$ cat src/sv/cirs_pkg.sv
`timescale 1ns / 1ps
// Shared widths, types and arithmetic helpers of the colored ICP residual sum block.
package cirs_pkg;

    localparam int AXES     = 3;
    localparam int COORD_W  = 21;
    localparam int VEC_W    = AXES * COORD_W;
    localparam int CHAN_W   = 16;
    localparam int COLOR_W  = 3 * CHAN_W;
    localparam int WEIGHT_W = 17;
    localparam int CFG_IDX_W = 8;
    localparam int ACC_W    = 63;

    // Datapath widths, sized from the value ranges of each step
    localparam int D_W       = COORD_W + 1;
    localparam int PROD1_W   = D_W + COORD_W;
    localparam int G32_W     = PROD1_W + 2;
    localparam int G16_W     = 29;
    localparam int PROD2_W   = G16_W + COORD_W;
    localparam int P_W       = 33;
    localparam int PROD3_W   = P_W + COORD_W;
    localparam int DOT_W     = PROD3_W + 2;
    localparam int CSUM_W    = CHAN_W + 2;
    localparam int DS_W      = CSUM_W + 1;
    localparam int NUM_W     = 57;
    localparam int DIV_W     = 40;
    localparam int DIV_BITS  = 8;
    localparam int DIV_STEPS = DIV_W / DIV_BITS;
    localparam int DIV_CNT_W = $clog2(DIV_STEPS);
    localparam int DF_W      = 38;
    localparam int WG_PROD_W = WEIGHT_W + 1 + G16_W;
    localparam int WP_PROD_W = WEIGHT_W + 1 + DF_W;
    localparam int MAG_W     = 39;
    localparam int SQ_IN_W   = 32;

    // reciprocal of three, ceil(2^42 / 3); exact quotient for any 40-bit dividend
    localparam int RECIP_W     = 41;
    localparam int RECIP_SHIFT = 42;
    localparam logic [RECIP_W-1:0] RECIP3 = 41'h155_5555_5556;

    localparam int FRAC_SHIFT = 16;
    localparam int DS_SHIFT   = 17;

    localparam logic [ACC_W-1:0] ACC_MAX      = '1;
    localparam logic [MAG_W-1:0] SQRT_ACC_MAX = MAG_W'(64'd3037000499);
    // half of 3 * 2^16, rounding bias ahead of the divide by 3 * 2^16
    localparam logic [NUM_W-1:0] DIV_BIAS     = NUM_W'(98304);

    localparam logic [CFG_IDX_W-1:0] REG_GEOMETRIC_WEIGHT   = CFG_IDX_W'(0);
    localparam logic [CFG_IDX_W-1:0] REG_PHOTOMETRIC_WEIGHT = CFG_IDX_W'(1);

    localparam logic [WEIGHT_W-1:0] GEOMETRIC_WEIGHT_RESET   = 17'd65536;
    localparam logic [WEIGHT_W-1:0] PHOTOMETRIC_WEIGHT_RESET = 17'd0;

    typedef struct packed {
        logic [VEC_W-1:0]   source_point;
        logic [VEC_W-1:0]   target_point;
        logic [VEC_W-1:0]   target_normal;
        logic [VEC_W-1:0]   target_gradient;
        logic [COLOR_W-1:0] source_color;
        logic [COLOR_W-1:0] target_color;
        logic               is_last;
    } cirs_item_t;

    typedef struct packed {
        logic [ACC_W-1:0] residual_sum;
        logic             saturated;
    } cirs_result_t;

    typedef struct packed {
        logic load;
        logic mul1;
        logic grnd;
        logic mul2;
        logic proj;
        logic mul3;
        logic dot;
        logic num;
        logic pred;
        logic div_step;
        logic fix;
        logic mulw;
        logic rndw;
        logic sq;
        logic acc;
    } cirs_cmd_t;

    typedef struct packed {
        logic last;
        logic result_busy;
    } cirs_status_t;

    // x / 2^16 rounded to nearest, ties away from zero
    function automatic logic signed [63:0] rnd16(input logic signed [63:0] x);
        logic [63:0] ux;
        logic [63:0] mag;
        logic [63:0] q;
        ux  = x;
        mag = x[63] ? (64'd0 - ux) : ux;
        q   = (mag + 64'd32768) >> FRAC_SHIFT;
        rnd16 = x[63] ? (64'd0 - q) : q;
    endfunction

    function automatic logic [CSUM_W-1:0] chan_sum(input logic [COLOR_W-1:0] c);
        chan_sum = CSUM_W'(c[CHAN_W-1:0]) + CSUM_W'(c[2*CHAN_W-1:CHAN_W])
                 + CSUM_W'(c[3*CHAN_W-1:2*CHAN_W]);
    endfunction

endpackage

$ cat src/sv/cirs_ctrl.sv
`timescale 1ns / 1ps
// Controller: sequences one request through the datapath steps.
module cirs_ctrl (
    input  logic                   clk,
    input  logic                   rst_n,
    input  logic                   item_valid,
    output logic                   item_ready,
    input  cirs_pkg::cirs_status_t status,
    output cirs_pkg::cirs_cmd_t    cmd
);

    typedef enum logic [14:0] {
        ST_IDLE = 15'b1 << 0,
        ST_MUL1 = 15'b1 << 1,
        ST_GRND = 15'b1 << 2,
        ST_MUL2 = 15'b1 << 3,
        ST_PROJ = 15'b1 << 4,
        ST_MUL3 = 15'b1 << 5,
        ST_DOT  = 15'b1 << 6,
        ST_NUM  = 15'b1 << 7,
        ST_PRED = 15'b1 << 8,
        ST_DIV  = 15'b1 << 9,
        ST_FIX  = 15'b1 << 10,
        ST_MULW = 15'b1 << 11,
        ST_RNDW = 15'b1 << 12,
        ST_SQ   = 15'b1 << 13,
        ST_ACC  = 15'b1 << 14
    } state_t;

    state_t                         state_reg, state_next;
    logic [cirs_pkg::DIV_CNT_W-1:0] div_cnt_reg, div_cnt_next;
    logic                           acc_stall;

    // the final add waits while an earlier sum is still unclaimed
    assign acc_stall  = status.last && status.result_busy;
    assign item_ready = (state_reg == ST_IDLE);

    always_comb
    begin
        state_next   = state_reg;
        div_cnt_next = div_cnt_reg;
        cmd          = '0;
        case (state_reg)
            ST_IDLE:
            begin
                if (item_valid)
                begin
                    cmd.load   = 1'b1;
                    state_next = ST_MUL1;
                end
            end
            ST_MUL1:
            begin
                cmd.mul1   = 1'b1;
                state_next = ST_GRND;
            end
            ST_GRND:
            begin
                cmd.grnd   = 1'b1;
                state_next = ST_MUL2;
            end
            ST_MUL2:
            begin
                cmd.mul2   = 1'b1;
                state_next = ST_PROJ;
            end
            ST_PROJ:
            begin
                cmd.proj   = 1'b1;
                state_next = ST_MUL3;
            end
            ST_MUL3:
            begin
                cmd.mul3   = 1'b1;
                state_next = ST_DOT;
            end
            ST_DOT:
            begin
                cmd.dot    = 1'b1;
                state_next = ST_NUM;
            end
            ST_NUM:
            begin
                cmd.num    = 1'b1;
                state_next = ST_PRED;
            end
            ST_PRED:
            begin
                cmd.pred     = 1'b1;
                div_cnt_next = '0;
                state_next   = ST_DIV;
            end
            ST_DIV:
            begin
                cmd.div_step = 1'b1;
                div_cnt_next = div_cnt_reg + 1'b1;
                if (div_cnt_reg == cirs_pkg::DIV_CNT_W'(cirs_pkg::DIV_STEPS - 1))
                    state_next = ST_FIX;
            end
            ST_FIX:
            begin
                cmd.fix    = 1'b1;
                state_next = ST_MULW;
            end
            ST_MULW:
            begin
                cmd.mulw   = 1'b1;
                state_next = ST_RNDW;
            end
            ST_RNDW:
            begin
                cmd.rndw   = 1'b1;
                state_next = ST_SQ;
            end
            ST_SQ:
            begin
                cmd.sq     = 1'b1;
                state_next = ST_ACC;
            end
            ST_ACC:
            begin
                if (!acc_stall)
                begin
                    cmd.acc    = 1'b1;
                    state_next = ST_IDLE;
                end
            end
            default:
            begin
                state_next = ST_IDLE;
            end
        endcase
    end

    always_ff @(posedge clk or negedge rst_n)
    begin
        if (!rst_n)
        begin
            state_reg   <= ST_IDLE;
            div_cnt_reg <= '0;
        end
        else
        begin
            state_reg   <= state_next;
            div_cnt_reg <= div_cnt_next;
        end
    end

endmodule

$ cat config.mk
export PLATFORM = sky130hd
export DESIGN_NAME = cirs_ctrl
export DESIGN_NICKNAME = d
export VERILOG_FILES = /design/src/sv/cirs_pkg.sv /design/src/sv/cirs_ctrl.sv
export SDC_FILE = /design/constraint.sdc
export NUM_CORES = 1
export LEC_CHECK = 0
export BUFFER_PORTS_ARGS = -buffer_cell sky130_fd_sc_hd__buf_2
export CAP_MARGIN = 0
export CORE_ASPECT_RATIO = 0.75
export CORE_MARGIN = 1.5
export CORE_UTILIZATION = 55
export CTS_CLUSTER_DIAMETER = 50
export CTS_CLUSTER_SIZE = 20
export DETAILED_ROUTE_END_ITERATION = 6
export MAX_ROUTING_LAYER = met4
export PLACE_DENSITY = 0.76
export SLEW_MARGIN = 15
export SYNTH_ARGS = -nofsm -noshare
export SYNTH_HDL_FRONTEND = slang
export SYNTH_SLANG_ARGS = --single-unit
$ cat constraint.sdc
create_clock -name clk -period 2.7 [get_ports clk]
set_clock_uncertainty 0.05 [all_clocks]
set_input_delay 0.405 -clock clk [delete_from_list [all_inputs] [get_ports clk]]
set_output_delay 0.405 -clock clk [all_outputs]
set_load 0.02 [all_outputs]
==> flow_summary.ini <==
[worst_setup_path]
slowest_delay_ns = 0.48
reg2regPathDepth = 4
r2r_start = state_reg[12]
crit_family = simple AND/OR/NAND/NOR gates
startpoint = state_reg[6]
rrSetupSlack_ns = 0.69
cp.buffers_inverters = 1
cp_max_fo = 8
path_cells = nor4_2, nand3_2, nor2_2, and4b_2, buf_2
cp_slowest_cell = dfrtp_1
startpoint_type = register
arrival_ns = 2.09
r2r-end = state_reg[0]
worstSetupPathType = register to output port
crit_required_ns = 2.25
cp-end-kind = output port

[floorplanning]
io_pins = 21
dieArea_um2 = 2470
die_y_um = 43.4
start_util_pct = 58.9
die_w_um = 56.9
rows = 14
design.core.area_um2 = 2030

[status]
status = finished clean

[yosys]
syn_inst = 127
syn-num-nets = 134
ys_types = 43
synthArstFlopShare_pct = 100
synth-seq-cells = 18
synth_top_area_cell = dfrtp_1
syn-cell-area_um2 = 1200
ys_seq_area_share_pct = 37.8
synth_top_cell_area_share_pct = 35.6
avgSynthCellArea_um2 = 9.42
synth_edf_count = 0
synthFlopType = dfrtp_1
yosys-top-cells-area = dfrtp_1 (36%), nor2_1 (5.0%), and4b_2 (3.8%)
yosysMostFrequentCell = dfrtp_1
ys_warn_count = 0
synth_common_cells = dfrtp_1 (17), nor2_1 (16), nand3_1 (8)

[pwr]
cellLeakagePower_nw = 0.688
vdd_drop_max_mv = 0.435
p_sw_share_pct = 40.0
combPwrFrac_pct = 42.8
p_seq_share_pct = 38.2
power_mw = 0.887
powerDensity_nw_per_um2 = 652
intPower_mw = 0.532
p_sw_mw = 0.354
pwr-share-clk_pct = 18.9

[route]
drt_pre_antenna_iters = 4
final_antenna_net_count = 0
drcViolationCount = 0
via_per_inst = 6.44
drtIter0Drc = 33
wl_per_cell_um = 16.7
wl_mm = 2.83
vias = 1095

[hold_path]
hold_end = state_reg[1]
min_path_cells = 2
hp-class = input pin to register
hold_path_startpoint = item_valid

[place]
numPortBuffers = 20
dp_hpwl_mm = 2.12
routabilityCongestion = 0.939
place_inst = 165

[timing]
fin_crit_ns = 2.55
whs_ns = 0.292
relSlewSlack_pct = 66.7
finalSetupTns_ns = 0
hold_viol_final = 0
final.period_utilization_pct = 94.4
rsz0062_at_grt = false
worstMarginPinSlew_ns = 0.498
maxSlewViolCount = 0
fmax_mhz = 392
setup_viol = 0

[layout]
postLayoutCoreUtil_pct = 66.9
fin_cells = 170
num_antenna_cells = 0
area_growth_pct = 13.7
fillers = 181
largest_reg_flops = 15
multiInputGateArea_um2 = 702
drive_gt1_share_pct = 28.8
nNetsFinal = 154
regArea_um2 = 452

[clock_tree]
root_buffer = clkbuf_4
cts_tree = built
cts_setup_buffers = 0
cts_buffers = 3
clk_latency_ns = 0.30
cts.clk_slew.worst_paths_ns = 0.10
clockBufferDepth = 2
htreeDepth = 1
clock_sinks = 18

[global_route]
grt_usage_pct = 26.2
grt_max_degree = 19
gr-total-overflow = 0
grt_pass1_vias = 981
grt_pass1_wl_mm = 4.64
antenna_found_initial = 0

[run]
drv_cap = 0
-- worst register-to-register path: stages, from the launching register on --
cell     delay [ns]
dfrtp_1        0.51
nor3_4         0.37
nand4_2        0.25
or4_4          0.57
a41o_1         0.20
-- routing by layer --
layer,routed length [um],global-route usage (%)
met2,1320,43.3
met5,0,-
met1,1270,33.3
met3,219,7.46
met4,21,4.19
-- through the flow --
step	area [um2]	worst slack, ns
3_3_place_gp	1300	0.543
2_1_floorplan	1200	0.479
4_1_cts	1350	0.0887
6_report	1360	0.150
3_5_place_dp	1300	0.423
5_1_grt	1360	0.00252
-- power by group through the flow --
| stage | Clock [mW] | Sequential [mW] | Combinational [mW] |
|---|---|---|---|
| 2_1_floorplan | 0 | 0.328 | 0.282 |
| 3_3_place_gp | 0 | 0.340 | 0.353 |
| 3_5_place_dp | 0 | 0.342 | 0.368 |
| 4_1_cts | 0.170 | 0.336 | 0.372 |
| 5_1_grt | 0.180 | 0.343 | 0.423 |
| 6_report | 0.168 | 0.339 | 0.380 |
-- area by class of cell --
cell class,instances,area share [%]
repair buffers,23,9.20
clock buffers,4,2.67
inverters,4,1.10
multi-input cells,97,51.6
well taps,24,2.21
flip-flops and latches,18,33.2
-- repair_timing --
action | 4_1_cts | 5_1_grt
resized for setup | 0 | 4
setup endpoints to repair | 0 | 5
hold buffers | 1 | 0
hold endpoints to repair | 17 | 0
-- how the worst max path moves through the flow --
stage	end	depth (start not counted)
final	cmd[11]	5
after global routing	cmd[11]	5
after CTS	cmd[11]	5
after detailed placement	cmd[11]	5
after global placement	cmd[11]	5
after floorplan	cmd[7]	4
-- cell usage in the layout, fill, tap and decap left out, types with 2 or more instances in the layout --
cell,n
xor2_1,4
buf_2,20
nor3_1,4
clkbuf_4,3
nand2_1,6
dfrtp_1,17
nor2_1,15
buf_4,2
and4b_1,4
and3b_1,4
nand4_1,2
a21oi_1,3
and4b_2,4
a211oi_1,2
ha_1,2
o21ai_0,3
nor4_1,2
nand3b_1,4
nor4b_1,5
inv_1,4
and2_1,2
nand3_1,7
nor2b_1,2
-- cells by family (layout without fill, tap and decap cells) --
family	count (synthesis)	count (layout)	synth area share (%)
AND/OR/NAND/NOR	75	75	43.0
AO/OA/AOI/OAI	16	16	9.52
flip-flops	18	18	37.8
buffers and inverters	12	31	4.71
XOR/XNOR	4	4	2.93
adder cells (fa/ha/maj)	2	2	2.09
Power figures use the tool's default switching activity.
